`src/sv/b64d_pkg.sv`:
```
package b64d_pkg;

   localparam int MAX_MESSAGE_CHARS = 1024;
   localparam int CHAR_COUNT_W      = $clog2(MAX_MESSAGE_CHARS + 2);
   localparam int NOMINAL_COUNT_W   = 10;
   localparam int QUEUE_DEPTH       = 4;

   typedef enum logic [1:0] {
      STATUS_OK       = 2'd0,
      STATUS_LENGTH   = 2'd1,
      STATUS_BAD_CHAR = 2'd2,
      STATUS_OVERFLOW = 2'd3
   } status_type;

   typedef struct packed {
      logic [7:0] char_in;
      logic       last_char;
   } req_item_type;

   typedef struct packed {
      logic [7:0]                 byte_out;
      logic                       byte_valid;
      logic                       end_of_message;
      status_type                 status;
      logic [NOMINAL_COUNT_W-1:0] nominal_count;
   } rsp_item_type;

   // One decoded group, or one status-only result, on its way to the back end.
   typedef struct packed {
      logic [23:0]                triple;
      logic                       has_data;
      logic [1:0]                 num_results;
      logic                       eom;
      status_type                 status;
      logic [NOMINAL_COUNT_W-1:0] count;
   } group_entry_type;

endpackage

```
`src/sv/b64d_front.sv`:
```
module b64d_front
   import b64d_pkg::*;
(
   input  logic            clock,
   input  logic            reset,
   input  logic            req_valid,
   input  req_item_type    req_item,
   output logic            req_ready,
   output logic            push_valid,
   output group_entry_type push_entry,
   input  logic            push_ready
);

   localparam int PROD_W = CHAR_COUNT_W + NOMINAL_COUNT_W;

   function automatic logic [6:0] map_char(input logic [7:0] c);
      logic [6:0] result;
      result = 7'h40;
      if (c >= "A" && c <= "Z") begin
         result = {1'b0, 6'(c - 8'("A"))};
      end else if (c >= "a" && c <= "z") begin
         result = {1'b0, 6'(c - 8'("a") + 8'd26)};
      end else if (c >= "0" && c <= "9") begin
         result = {1'b0, 6'(c - 8'("0") + 8'd52)};
      end else if (c == "+") begin
         result = 7'd62;
      end else if (c == "/") begin
         result = 7'd63;
      end else if (c == "=") begin
         result = 7'd0;
      end
      return result;
   endfunction

   logic [17:0]             accum_ff, accum_in;
   logic [1:0]              pos_ff, pos_in;
   logic                    pad_ff, pad_in;
   logic [CHAR_COUNT_W-1:0] count_ff, count_in;
   logic                    bad_ff, bad_in;

   logic                    accept;
   logic [CHAR_COUNT_W-1:0] count_next;
   logic [6:0]              mapped;
   logic                    is_pad;
   logic                    is_last;
   logic [CHAR_COUNT_W-1:0] quarter;
   logic [PROD_W-1:0]       prod;

   assign req_ready = push_ready;
   assign accept    = req_valid && push_ready;
   assign mapped    = map_char(req_item.char_in);
   assign is_pad    = (req_item.char_in == "=");
   assign is_last   = req_item.last_char;

   always_comb begin
      accum_in   = accum_ff;
      pos_in     = pos_ff;
      pad_in     = pad_ff;
      count_in   = count_ff;
      bad_in     = bad_ff;
      push_valid = 1'b0;
      push_entry = '0;
      if (count_ff <= CHAR_COUNT_W'(MAX_MESSAGE_CHARS)) begin
         count_next = count_ff + 1'b1;
      end else begin
         count_next = count_ff;
      end
      quarter = count_next >> 2;
      prod    = PROD_W'(quarter) + (PROD_W'(quarter) << 1);
      if (accept) begin
         count_in = count_next;
         if (count_next > CHAR_COUNT_W'(MAX_MESSAGE_CHARS)) begin
            if (is_last) begin
               push_valid             = 1'b1;
               push_entry.num_results = 2'd1;
               push_entry.eom         = 1'b1;
               push_entry.status      = STATUS_OVERFLOW;
               accum_in = '0;
               pos_in   = '0;
               pad_in   = 1'b0;
               count_in = '0;
               bad_in   = 1'b0;
            end
         end else begin
            bad_in = bad_ff | mapped[6];
            if (pos_ff != 2'd3) begin
               if (pos_ff == 2'd2) begin
                  pad_in = is_pad;
               end
               accum_in = {accum_ff[11:0], mapped[5:0]};
               pos_in   = pos_ff + 1'b1;
               if (is_last) begin
                  push_valid             = 1'b1;
                  push_entry.num_results = 2'd1;
                  push_entry.eom         = 1'b1;
                  push_entry.status      = STATUS_LENGTH;
                  accum_in = '0;
                  pos_in   = '0;
                  pad_in   = 1'b0;
                  count_in = '0;
                  bad_in   = 1'b0;
               end
            end else begin
               push_valid             = 1'b1;
               push_entry.triple      = {accum_ff, mapped[5:0]};
               push_entry.has_data    = 1'b1;
               push_entry.num_results = 2'd3 - {1'b0, is_last && is_pad}
                                             - {1'b0, is_last && pad_ff};
               push_entry.eom         = is_last;
               push_entry.status      = (is_last && bad_in) ? STATUS_BAD_CHAR : STATUS_OK;
               push_entry.count       = is_last ? prod[NOMINAL_COUNT_W-1:0] : '0;
               accum_in = '0;
               pos_in   = '0;
               pad_in   = 1'b0;
               if (is_last) begin
                  count_in = '0;
                  bad_in   = 1'b0;
               end
            end
         end
      end
   end

   always_ff @(posedge clock) begin
      if (reset) begin
         accum_ff <= '0;
         pos_ff   <= '0;
         pad_ff   <= 1'b0;
         count_ff <= '0;
         bad_ff   <= 1'b0;
      end else begin
         accum_ff <= accum_in;
         pos_ff   <= pos_in;
         pad_ff   <= pad_in;
         count_ff <= count_in;
         bad_ff   <= bad_in;
      end
   end

endmodule

```
`src/sv/b64d_queue.sv`:
```
module b64d_queue
   import b64d_pkg::*;
(
   input  logic            clock,
   input  logic            reset,
   input  logic            push_valid,
   input  group_entry_type push_entry,
   output logic            push_ready,
   output logic            pop_valid,
   output group_entry_type pop_entry,
   input  logic            pop
);

   localparam int PTR_W = $clog2(QUEUE_DEPTH);
   localparam int CNT_W = $clog2(QUEUE_DEPTH + 1);

   group_entry_type   slots_ff [QUEUE_DEPTH];
   logic [PTR_W-1:0]  wr_ptr_ff, wr_ptr_in;
   logic [PTR_W-1:0]  rd_ptr_ff, rd_ptr_in;
   logic [CNT_W-1:0]  fill_ff, fill_in;
   logic              do_push;
   logic              do_pop;

   assign push_ready = (fill_ff != CNT_W'(QUEUE_DEPTH));
   assign pop_valid  = (fill_ff != '0);
   assign pop_entry  = slots_ff[rd_ptr_ff];
   assign do_push    = push_valid && push_ready;
   assign do_pop     = pop && pop_valid;

   always_comb begin
      wr_ptr_in = wr_ptr_ff;
      rd_ptr_in = rd_ptr_ff;
      fill_in   = fill_ff;
      if (do_push) begin
         wr_ptr_in = (wr_ptr_ff == PTR_W'(QUEUE_DEPTH - 1)) ? '0 : wr_ptr_ff + 1'b1;
      end
      if (do_pop) begin
         rd_ptr_in = (rd_ptr_ff == PTR_W'(QUEUE_DEPTH - 1)) ? '0 : rd_ptr_ff + 1'b1;
      end
      if (do_push && !do_pop) begin
         fill_in = fill_ff + 1'b1;
      end else if (do_pop && !do_push) begin
         fill_in = fill_ff - 1'b1;
      end
   end

   always_ff @(posedge clock) begin
      if (do_push) begin
         slots_ff[wr_ptr_ff] <= push_entry;
      end
   end

   always_ff @(posedge clock) begin
      if (reset) begin
         wr_ptr_ff <= '0;
         rd_ptr_ff <= '0;
         fill_ff   <= '0;
      end else begin
         wr_ptr_ff <= wr_ptr_in;
         rd_ptr_ff <= rd_ptr_in;
         fill_ff   <= fill_in;
      end
   end

   assert property (@(posedge clock) disable iff (reset)
      fill_ff <= CNT_W'(QUEUE_DEPTH))
      else $error("Queue fill count exceeds its depth.");

   assert property (@(posedge clock) disable iff (reset)
      (do_push && !do_pop) |=> (fill_ff == $past(fill_ff) + 1'b1))
      else $error("Queue fill count did not follow a push.");

endmodule

```
`src/sv/b64d_back.sv`:
```
module b64d_back
   import b64d_pkg::*;
(
   input  logic            clock,
   input  logic            reset,
   input  logic            entry_valid,
   input  group_entry_type entry,
   output logic            entry_pop,
   output logic            rsp_valid,
   output rsp_item_type    rsp_item,
   input  logic            rsp_ready
);

   group_entry_type cur_ff, cur_in;
   logic            cur_valid_ff, cur_valid_in;
   logic [1:0]      idx_ff, idx_in;
   logic            rsp_valid_ff, rsp_valid_in;
   rsp_item_type    rsp_item_ff, rsp_item_in;

   logic            fire;
   logic            final_piece;
   logic [7:0]      byte_sel;

   assign fire        = cur_valid_ff && (!rsp_valid_ff || rsp_ready);
   assign final_piece = (idx_ff == cur_ff.num_results - 2'd1);
   assign entry_pop   = entry_valid && (!cur_valid_ff || (fire && final_piece));
   assign rsp_valid   = rsp_valid_ff;
   assign rsp_item    = rsp_item_ff;

   always_comb begin
      unique case (idx_ff)
         2'd0:    byte_sel = cur_ff.triple[23:16];
         2'd1:    byte_sel = cur_ff.triple[15:8];
         default: byte_sel = cur_ff.triple[7:0];
      endcase
   end

   always_comb begin
      cur_in       = cur_ff;
      cur_valid_in = cur_valid_ff;
      idx_in       = idx_ff;
      rsp_item_in  = rsp_item_ff;
      rsp_valid_in = rsp_valid_ff && !rsp_ready;
      if (fire) begin
         rsp_valid_in               = 1'b1;
         rsp_item_in.byte_out       = cur_ff.has_data ? byte_sel : 8'd0;
         rsp_item_in.byte_valid     = cur_ff.has_data;
         rsp_item_in.end_of_message = final_piece && cur_ff.eom;
         rsp_item_in.status         = final_piece ? cur_ff.status : STATUS_OK;
         rsp_item_in.nominal_count  = final_piece ? cur_ff.count : '0;
         idx_in                     = idx_ff + 1'b1;
         if (final_piece) begin
            cur_valid_in = 1'b0;
         end
      end
      if (entry_pop) begin
         cur_in       = entry;
         cur_valid_in = 1'b1;
         idx_in       = '0;
      end
   end

   always_ff @(posedge clock) begin
      cur_ff      <= cur_in;
      rsp_item_ff <= rsp_item_in;
      if (reset) begin
         cur_valid_ff <= 1'b0;
         idx_ff       <= '0;
         rsp_valid_ff <= 1'b0;
      end else begin
         cur_valid_ff <= cur_valid_in;
         idx_ff       <= idx_in;
         rsp_valid_ff <= rsp_valid_in;
      end
   end

   assert property (@(posedge clock) disable iff (reset)
      cur_valid_ff |-> (cur_ff.num_results != 2'd0 && idx_ff < cur_ff.num_results))
      else $error("Back end index runs past the results of its entry.");

   assert property (@(posedge clock) disable iff (reset)
      (rsp_valid_ff && !rsp_ready) |=> (rsp_item_ff == $past(rsp_item_ff)))
      else $error("Stalled result item was overwritten.");

endmodule

```
`src/sv/base64_stream_decoder_core.sv`:
```
// Streaming base64 decoder for the standard alphabet: one text character is
// taken per item, each group of four characters gives up to three bytes, and
// the last result of a message carries its status and nominal byte count. A
// new character is accepted every cycle; the front end classifies characters
// and packs complete groups into a four-entry queue, and the back end gives
// one result per cycle from the head of that queue, so the input stalls only
// when the result side stalls long enough to fill the queue.
module base64_stream_decoder_core
   import b64d_pkg::*;
(
   input  logic         clock,
   input  logic         reset,
   input  logic         req_valid,
   input  req_item_type req_item,
   output logic         req_ready,
   output logic         rsp_valid,
   output rsp_item_type rsp_item,
   input  logic         rsp_ready
);

   logic            push_valid;
   group_entry_type push_entry;
   logic            push_ready;
   logic            head_valid;
   group_entry_type head_entry;
   logic            head_pop;

   b64d_front u_front (
      .clock      (clock),
      .reset      (reset),
      .req_valid  (req_valid),
      .req_item   (req_item),
      .req_ready  (req_ready),
      .push_valid (push_valid),
      .push_entry (push_entry),
      .push_ready (push_ready)
   );

   b64d_queue u_queue (
      .clock      (clock),
      .reset      (reset),
      .push_valid (push_valid),
      .push_entry (push_entry),
      .push_ready (push_ready),
      .pop_valid  (head_valid),
      .pop_entry  (head_entry),
      .pop        (head_pop)
   );

   b64d_back u_back (
      .clock       (clock),
      .reset       (reset),
      .entry_valid (head_valid),
      .entry       (head_entry),
      .entry_pop   (head_pop),
      .rsp_valid   (rsp_valid),
      .rsp_item    (rsp_item),
      .rsp_ready   (rsp_ready)
   );

endmodule

```
`config.mk`:
```
export PLATFORM = sky130hd
export DESIGN_NAME = base64_stream_decoder_core
export DESIGN_NICKNAME = d
export VERILOG_FILES = /design/src/sv/b64d_pkg.sv /design/src/sv/b64d_front.sv /design/src/sv/b64d_queue.sv /design/src/sv/b64d_back.sv /design/src/sv/base64_stream_decoder_core.sv
export SDC_FILE = /design/constraint.sdc
export NUM_CORES = 1
export LEC_CHECK = 0
export ABC_AREA = 0
export BUFFER_PORTS_ARGS = -buffer_cell sky130_fd_sc_hd__buf_2
export CAP_MARGIN = 20
export CELL_PAD_IN_SITES_DETAIL_PLACEMENT = 0
export CELL_PAD_IN_SITES_GLOBAL_PLACEMENT = 1
export CORE_AREA = 2 2 258 133
export CTS_CLUSTER_SIZE = 30
export DETAILED_ROUTE_END_ITERATION = 8
export DIE_AREA = 0 0 260 135
export PLACE_DENSITY = 0.55
export SLEW_MARGIN = 15
export SYNTH_ARGS = -nofsm -noshare
export SYNTH_HDL_FRONTEND = slang
export SYNTH_SLANG_ARGS = --single-unit
```
`constraint.sdc`:
```
create_clock -name clock -period 6.3 [get_ports clock]
set_input_delay 0.63 -clock clock [delete_from_list [all_inputs] [get_ports clock]]
set_output_delay 0.63 -clock clock [all_outputs]
set_load 0.01 [all_outputs]
```
==> results of run 1 <==
## critical path, stage by stage, from the launching register on
cell      delay [ns]
dfxtp_1         0.51
ha_1            0.27
nand4b_1        0.18
xnor2_1         0.60
inv_1           0.11
ha_1            0.21
nand3_1         0.09
nor2_1          0.07
a32oi_4         0.32
o21ai_1         0.12
buf_4           0.21
nor2_1          0.60
inv_1           0.13
ha_1            0.24
inv_1           0.08
fa_1            0.19
xor2_1          0.07
or3_1           0.30
a21oi_1         0.15
## registers in the layout, indices dropped and copies added, names as in the netlist
| signal | cells |
|---|---|
| u_queue.slots_ff | 160 |
| u_back.cur_ff | 40 |
| u_back.rsp_item | 22 |
| u_front.accum_ff | 18 |
| u_front.count_ff | 11 |
| u_queue.fill_ff | 3 |
| u_back.idx_ff | 2 |
| u_front.pos_ff | 2 |
| u_queue.rd_ptr_ff | 2 |
| u_queue.wr_ptr_ff | 2 |
| u_back.cur_valid_ff | 1 |
| u_back.rsp_valid | 1 |
| u_front.bad_ff | 1 |
| u_front.pad_ff | 1 |
## power by group through the flow
stage / Combinational (mW) / Sequential, mW / Clock [mW]
floorplan: 0.617 / 2.42 / 0
global placement: 0.970 / 2.41 / 0
detailed placement: 0.986 / 2.42 / 0
CTS: 0.990 / 2.38 / 1.52
global route: 1.07 / 2.41 / 1.59
finish: 0.971 / 2.38 / 1.47
## synth_stat cells, types with 4 or more instances
master	number	share of area, %
nand3_1	14	0.62
buf_1	8	0.27
nor2_1	38	1.3
xor2_1	8	0.62
and2_1	41	2.3
ha_1	31	3.4
a22oi_1	15	1.0
nand2_1	30	1.0
a21o_1	5	0.33
a22o_1	15	1.2
nor3_1	15	0.66
buf_2	4	0.18
nand2b_1	6	0.33
mux2i_1	7	0.62
a21oi_1	28	1.2
clkbuf_1	17	0.56
o21ai_0	10	0.44
mux4_2	40	8.0
a21boi_0	10	0.66
edfxtp_1	222	59
dfxtp_1	44	7.8
xnor2_1	10	0.77
nor2b_1	9	0.50
inv_1	33	1.1
o2bb2ai_1	5	0.39
## worst max path at each step
stage,startpoint,to,depth (start not counted)
after floorplan,u_front.count_ff[0],u_queue.slots_ff[0][0],12
after global placement,u_front.count_ff[0],u_queue.fill_ff[2],18
after detailed placement,u_front.count_ff[0],u_queue.fill_ff[2],18
after CTS,u_front.count_ff[0],u_queue.fill_ff[2],18
after global routing,u_front.count_ff[0],u_queue.fill_ff[2],18
final,u_front.count_ff[0],u_queue.fill_ff[2],18
## cell usage in the layout, fill, tap and decap left out, drive strengths merged, types with 8 or more instances in the layout
cell type and count:
dfxtp 44, a22o 15, clkbuf 34, ha 31
edfxtp 222, nand3 14, nor3 15, and2 41
o21ai 11, a21boi 10, nor2b 9, a22oi 15
a21oi 28, nor2 39, xnor2 10, mux4 40
buf 49, nand2 30, inv 33, xor2 8
## logic make-up after synthesis
kind of cell | Yosys count | synth area share, %
flops | 266 | 66.78
simple gates | 180 | 8.691
compound gates | 121 | 8.115
buf+inv | 67 | 2.535
mux | 49 | 8.790
fa+ha+maj | 33 | 3.698
xor+xnor | 18 | 1.395
## area by class of cell
class / count / area [um2]
repair buffers: 49 / 297.8
flip-flops and latches: 266 / 7550
clock buffers: 34 / 700.7
multi-input cells: 401 / 3517
clock inverters: 11 / 93.84
well taps: 441 / 551.8
fillers: 3024 / 19800
inverters: 33 / 123.9
## routing by layer
| layer | wire, um | global-route usage (%) | part of all wire (%) | vias to the layer above |
|---|---|---|---|---|
| met5 | 0 | 0 | 0 | - |
| met4 | 330 | 2.778 | 1.3 | 0 |
| met3 | 1668 | 3.453 | 6.5 | 27 |
| met1 | 13650 | 24.53 | 54 | 3193 |
| met2 | 9857 | 18.93 | 39 | 142 |
| li1 | - | - | - | 2899 |
==> results.cfg, run 1 <==
[sta]
fin_skew_ns = 0.01506
relSlewSlack_pct = 33.34
finalCriticalPeriod_ns = 4.548
setup_slack_ns = 1.752
drv_slew = 0
tightest_slew_ns = 0.9923
period_share_pct = 72.19
holdWs_ns = 0.4797
fin_tns_setup_ns = 0
rsz0062_at_grt = false
hold_viol = 0
fmax_ghz = 0.2199
finalSetupViolCount = 0

[placement]
port_buffers = 36
place.gp.congestion = 0.7817
placed_area_um2 = 12010
post-place-ws_ns = 1.802
dp_cells = 1188
dp.final_hpwl_um = 16830

[global_route]
grt_pass1_vias = 6041
overflow = 0
grt_usage_pct = 14.74
antenna_found_initial = 0
grt_pass1_wl_um = 38040
grt_max_degree = 45

[run_status]
status = finished clean

[final_layout]
diodes = 0
drive_gt1_share_pct = 18.89
area_growth_pct = 13.56
final_cell_count_no_fill = 1235
utilization_pct = 39.33
design_area_um2 = 12830
nNetsFinal = 822

[worst_hold_path]
min_from = u_front.accum_ff[16]
hold-path-cell-count = 1
hold_end = u_front.accum_ff[16]
min_path_type = flop to flop

[worst_setup_path]
regToRegEndpoint = u_queue.fill_ff[2]
cp-start-kind = flop
critPathRequiredTime_ns = 6.76
r2r_slack_ns = 1.75
arrival_ns = 5.01
r2r_start = u_front.count_ff[0]
reg2regPathDepth = 18
path_class = flop to flop
cp_max_fo = 30
end_kind = flop

[pwr]
sw_frac_of_total_pct = 27.66
pwr-share-seq_pct = 49.3
p_per_area_nw_per_um2 = 375.5
p_leak_nw = 4.518
switchingPower_mw = 1.333
ir_worst_vdd_mv = 0.1727
power.share.clock_pct = 30.5
p_int_mw = 3.487
pwr-share-comb_pct = 20.1
power_mw = 4.820

[die]
core-area_um2 = 32640
dieArea_um2 = 35100
io_pins = 37
start_util_pct = 34.63
die_h_um = 135
die_x_um = 260
rows = 47

[cts]
insertion_delay_ns = 0.55
post-cts-setup-buffers = 0
tritoncts = done
cts_hold_buf = 0
clkSlewWorstSetupHoldPaths_ns = 0.07
cts_max_level = 1
clockBufferDepth = 3
cts_resized = 0
cts-root-buf = clkbuf_16
numCtsBuffers = 26
cts_sinks = 266

[synthesis]
yosysWarnings = 0
synth-edff-count = 222
synth_fp_nets = 779
ys_types = 72
avgSynthCellArea_um2 = 15.40
synthArstFlopShare_pct = 0
ys_ff_latch = 266
synthFlopType = edfxtp_1
synth.cell_area_um2 = 11300
syn_inst = 734
yosysSeqAreaShare_pct = 66.78

[route]
wl_per_cell_um = 20.66
vias = 6261
drtIter0Drc = 583
firstDrtPassIters = 5
vias_per_cell = 5.070
antenna_left = 0
routed_wl_um = 25510
drc = 0

[job]
drv_cap = 0
Power figures use the tool's default switching activity.
==> run 2: changes to the inputs <==
PLACE_DENSITY = 0.57   (was 0.55)
clock period = 3.8 ns   (was 6.3 ns; I/O delays follow)
==> results.cfg, run 2 (synthesis results as in run 1) <==
[sta]
period_share_pct = 95.68
drv_slew = 0
fmax_ghz = 0.2750
finalCriticalPeriod_ns = 3.636
hold_viol = 0
tightest_slew_ns = 0.9518
fin_tns_setup_ns = 0
holdWs_ns = 0.2507
setup_slack_ns = 0.1640
fin_skew_ns = 0.01473
finalSetupViolCount = 0
relSlewSlack_pct = 36.55

[final_layout]
nNetsFinal = 842
final_cell_mix = 222 x edfxtp_1, 41 x and2_1, 40 x mux4_2
area_growth_pct = 16.37
largest_reg_flops = 160
final.fill_count = 2994
design_area_um2 = 13150
multi_input_area_um2 = 3613
drive_gt1_share_pct = 24.39
layout_commonest_cell = edfxtp_1
utilization_pct = 40.30
diodes = 0
regMostFlops = u_queue.slots_ff
regArea_um2 = 7560

[worst_hold_path]
hold-path-cell-count = 3
min_from = rsp_ready
hold_end = u_back.rsp_valid
min_path_type = input pin to flop

[placement]
port_buffers = 36
dp.final_hpwl_um = 16210
post-place-ws_ns = 0.05618
place.gp.congestion = 0.7996
placed_area_um2 = 12170

[die]
rows = 47
dieArea_um2 = 35100
die_x_um = 260
die_h_um = 135
start_util_pct = 34.63
io_pins = 37
core-area_um2 = 32640

[worst_setup_path]
end_kind = flop
crit_path_max_incr_delay_ns = 0.38
critPathRequiredTime_ns = 4.27
r2r_start = u_front.count_ff[0]
slowest_stage = fa_2
path_cells = buf_6, nand4_1, nor2_2, nand2_2, xnor2_4, inv_2, ha_2, nand3_2, nor4_2, buf_4, a32oi_4, o21ai_2, nor2_2, inv_1, ha_2, inv_1, fa_2, xor2_1, or3_1, a21oi_2
r2r_slack_ns = 0.16
reg2regPathDepth = 20
arrival_ns = 4.10
cp-start-kind = flop
cp_max_fo = 4
path_class = flop to flop
regToRegEndpoint = u_queue.fill_ff[2]

[route]
antenna_left = 0
vias = 6293
drc = 0
drtIter0Drc = 525
routed_wl_um = 24740
wl_per_cell_um = 19.68
vias_per_cell = 5.006
firstDrtPassIters = 5

[cts]
numCtsBuffers = 25
tritoncts = done
cts_sinks = 266
insertion_delay_ns = 0.55
clockBufferDepth = 3
cts-root-buf = clkbuf_16
cts_max_level = 1
clkSlewWorstSetupHoldPaths_ns = 0.07
cts_hold_buf = 0

[global_route]
grt_pass1_wl_um = 37830
grt_pass1_vias = 6139
overflow = 0
grt_usage_pct = 14.28
grt_max_degree = 45
antenna_found_initial = 0

[pwr]
p_per_area_nw_per_um2 = 615.3
ir_worst_vdd_mv = 0.3194
p_leak_nw = 4.680

[run_status]
status = finished clean

[job]
drv_cap = 0
run 2: cell types whose count changed in the layout (fill, tap and decap cells not counted), moves of 3 or more:
| cell | before | now |
|---|---|---|
| buf_4 | 11 | 29 |
| dfxtp_1 | 42 | 36 |
| dfxtp_2 | 2 | 7 |
| clkbuf_1 | 6 | 2 |
| clkinv_2 | 4 | 8 |
| ha_1 | 31 | 28 |
| nor2_1 | 38 | 35 |
| nor2_2 | 1 | 4 |
run 2: worst max-delay path by stage:
stage / from / end / slack, ns / cells after the start
after floorplan: u_front.count_ff[0] / u_queue.slots_ff[3][0] / -0.05 / 12
after global placement: u_front.count_ff[1] / u_queue.fill_ff[2] / 0.13 / 19
after detailed placement: u_front.count_ff[1] / u_queue.fill_ff[2] / 0.06 / 19
after CTS: u_front.count_ff[1] / u_queue.fill_ff[2] / 0.01 / 19
after global routing: u_front.count_ff[0] / u_queue.fill_ff[2] / -0.04 / 20
final: u_front.count_ff[0] / u_queue.fill_ff[2] / 0.16 / 20
run 2: through the flow:
stage	cells	total power [mW]
final	1257	8.092
after global routing	1257	8.484
after CTS	1249	8.191
after detailed placement	1203	5.695
after global placement	1202	5.648
after floorplan	734	5.030
run 2: area by class of cell:
type | instances | area share (%)
clock buffers | 28 | 4.918
clock inverters | 18 | 1.218
inverters | 33 | 0.9418
multi-input cells | 401 | 27.47
flip-flops and latches | 266 | 57.48
well taps | 441 | 4.195
repair buffers | 70 | 3.777
run 2: routing by layer:
layer,global-route usage (%),part of all wire [%],vias up
li1,-,-,2947
met1,23.10,54,3184
met2,19.53,40,127
met3,2.590,4.0,35
met4,3.193,1.9,0
met5,0,0,-
run 2: power breakdown:
part	total, mW	internal (mW)	switching, mW
Sequential	4.01	3.78	0.236
Clock	2.48	1.38	1.10
Combinational	1.60	0.686	0.916
run 2: what timing repair did:
item,4_1_cts,5_1_grt
resized for setup,0,29
setup buffers,0,8
setup endpoints to repair,0,2
run 2: worst max-delay path, delay by kind of cell, from the launching register on:
family / cells / cell delay, ns
and+or+nand+nor: 7 / 1.27
DFF: 1 / 0.36
AOI/OAI and AO/OA: 3 / 0.40
xor gates and xnor gates: 2 / 0.35
adders and majority gates: 3 / 0.73
buffers and inverters: 5 / 0.44
==> run 3: changes to the inputs <==
ABC_AREA = 1   (was 0)
CORE_AREA = 2 2 186 188   (was 2 2 258 133)
DIE_AREA = 0 0 188 190   (was 0 0 260 135)
PLACE_DENSITY = 0.6   (was 0.57)
==> results.cfg, run 3 <==
[final_layout]
regMostFlops = u_queue.slots_ff
regArea_um2 = 7552
layout_commonest_cell = edfxtp_1
drive_gt1_share_pct = 13.99
area_growth_pct = 15.65
final.fill_count = 3306
largest_reg_flops = 160
multi_input_area_um2 = 3522
utilization_pct = 39.64
diodes = 0
final_cell_count_no_fill = 1634
final_cell_mix = 222 x edfxtp_1, 176 x nor2_1, 153 x nand2_1
nNetsFinal = 1202

[worst_setup_path]
r2r_start = u_front.count_ff[1]
crit_path_max_incr_delay_ns = 0.36
critPathRequiredTime_ns = 4.22
regToRegEndpoint = u_queue.fill_ff[2]
r2r_slack_ns = 0.25
end_kind = flop
path_common_cell = nand2_2
slowest_stage = dfxtp_4
worstSetupStartpoint = u_front.count_ff[1]
path_class = flop to flop
cp-endpoint = u_queue.fill_ff[2]
arrival_ns = 3.97
cp_max_fo = 7
reg2regPathDepth = 28
cp-start-kind = flop

[synthesis]
ys_types = 36
synth-edff-count = 222
syn_inst = 1098
yosysTopAreaCell = edfxtp_1
avgSynthCellArea_um2 = 10.60
yosysSeqAreaShare_pct = 64.87
synthArstFlopShare_pct = 0
synth_common_cells = 222 x edfxtp_1, 182 x nor2_1, 155 x nand2_1
synth.most_common_cell = edfxtp_1
ys_top_cells_by_area = edfxtp_1 57%, dfxtp_1 7.6%, nor2_1 5.9%, nand2_1 5.0%, o21ai_0 5.0%
synth_top_area_share_pct = 57.30
synth_fp_nets = 1143
synthFlopType = edfxtp_1
ys_ff_latch = 266
synth.cell_area_um2 = 11630
yosysWarnings = 0

[run_status]
status = finished clean

[cts]
cts_hold_buf = 0
insertion_delay_ns = 0.55
cts_sinks = 266
tritoncts = done
cts_max_level = 1
clkSlewWorstSetupHoldPaths_ns = 0.06
numCtsBuffers = 28
cts-root-buf = clkbuf_16
clockBufferDepth = 3

[global_route]
overflow = 0
grt_pass1_vias = 7354
grt_usage_pct = 14.04
antenna_found_initial = 0
grt_pass1_wl_um = 40140
grt_max_degree = 83

[worst_hold_path]
min_path_type = input pin to flop

[pwr]
p_per_area_nw_per_um2 = 647.3
ir_worst_vdd_mv = 0.3395
power_mw = 8.710
p_leak_nw = 5.178

[route]
vias_per_cell = 4.668
vias = 7628
drc = 0
routed_wl_um = 24920
firstDrtPassIters = 5
wl_per_cell_um = 15.25
drtIter0Drc = 408
antenna_left = 0

[sta]
finalCriticalPeriod_ns = 3.547
finalSetupViolCount = 0
hold_viol = 0
holdWs_ns = 0.1255
setup_slack_ns = 0.2535
drv_slew = 0
relSlewSlack_pct = 41.79
fin_skew_ns = 0.01478
period_share_pct = 93.33
fmax_ghz = 0.2820
tightest_slew_ns = 0.8723

[placement]
dp.final_hpwl_um = 15940
place.gp.congestion = 0.7911
dp_cells = 1573
post-place-ws_ns = 0.05792
port_buffers = 36

[die]
start_util_pct = 34.27
rows = 68
die_h_um = 190
core-area_um2 = 33950
io_pins = 37
dieArea_um2 = 35720
die_x_um = 188

[job]
drv_cap = 0
[run 3: changes by cell type after synthesis, sizes merged, moves of 10 or more]
| cell | delta |
|---|---|
| nor2 | +156 |
| nand2 | +132 |
| o21ai | +110 |
| inv | +75 |
| and2 | -40 |
| mux4 | -40 |
| o22ai | +40 |
| nand3 | +22 |
| a21oi | +16 |
| a22o | -15 |
| a22oi | -15 |
| clkbuf | +13 |
| a21boi | -10 |
[run 3: layer usage]
metal  part of all wire (%)  track usage, %  vias to the layer above
met5                      0               0                        -
li1                       -               -                     3869
met1                     50           20.32                     3599
met2                     45           22.45                      124
met4                    1.9           3.634                        0
met3                    3.3           1.623                       36
[run 3: layout make-up]
| type | count | area share (%) |
|---|---|---|
| Tap cell | 455 | 4.231 |
| Timing Repair Buffer | 73 | 3.682 |
| Multi-Input combinational cell | 678 | 26.18 |
| Clock inverter | 13 | 0.5858 |
| Sequential cell | 266 | 56.13 |
| Inverter | 110 | 3.069 |
| Clock buffer | 39 | 6.128 |
[run 3: critical path, delay by kind of cell (launching register included)]
family / cells / cell delay, ns
AND/OR/NAND/NOR: 15 / 1.52
flip-flops: 1 / 0.36
buffers and inverters: 4 / 0.22
XOR/XNOR: 1 / 0.16
adder cells (fa/ha/maj): 4 / 0.75
AO/OA/AOI/OAI: 4 / 0.43
[run 3: what timing repair did]
item	CTS	global route
setup endpoints to repair	0	31
endpoints found under the hold margin	0	0
gates resized for setup	0	12
setup buffers	0	9
[run 3: logic make-up after synthesis]
group,synth area share (%)
xor gates and xnor gates,1.430
and+or+nand+nor,14.60
DFF,64.87
AOI/OAI and AO/OA,10.19
buffers and inverters,5.398
adders and majority gates,3.506
[run 3: through the flow]
| step | TNS [ns] | cell area (um2) |
|---|---|---|
| detailed placement | 0 | 12460 |
| global placement | 0 | 12460 |
| finish | 0 | 13460 |
| global route | -0.1767 | 13460 |
| floorplan | -35.83 | 11650 |
| CTS | 0 | 13360 |
[run 3: how the worst min path moves through the flow]
| stage | from | end | slack (ns) | cells past startpoint |
|---|---|---|---|---|
| 2_1_floorplan | u_back.cur_ff[15] | u_back.rsp_item[13] | 0.43 | 0 |
| 5_1_grt | rsp_ready | u_back.rsp_valid | 0.19 | 4 |
| 3_3_place_gp | u_back.cur_ff[15] | u_back.rsp_item[13] | 0.44 | 0 |
| 6_report | rsp_ready | u_back.rsp_valid | 0.13 | 4 |
| 4_1_cts | rsp_ready | u_back.rsp_valid | 0.10 | 4 |
| 3_5_place_dp | u_back.cur_ff[15] | u_back.rsp_item[13] | 0.44 | 0 |
[run 3: power by group]
group	switching, mW	leakage [nW]	internal (mW)
clock network	1.10	0.440	1.52
logic	1.48	2.19	0.612
registers	0.143	2.55	3.86
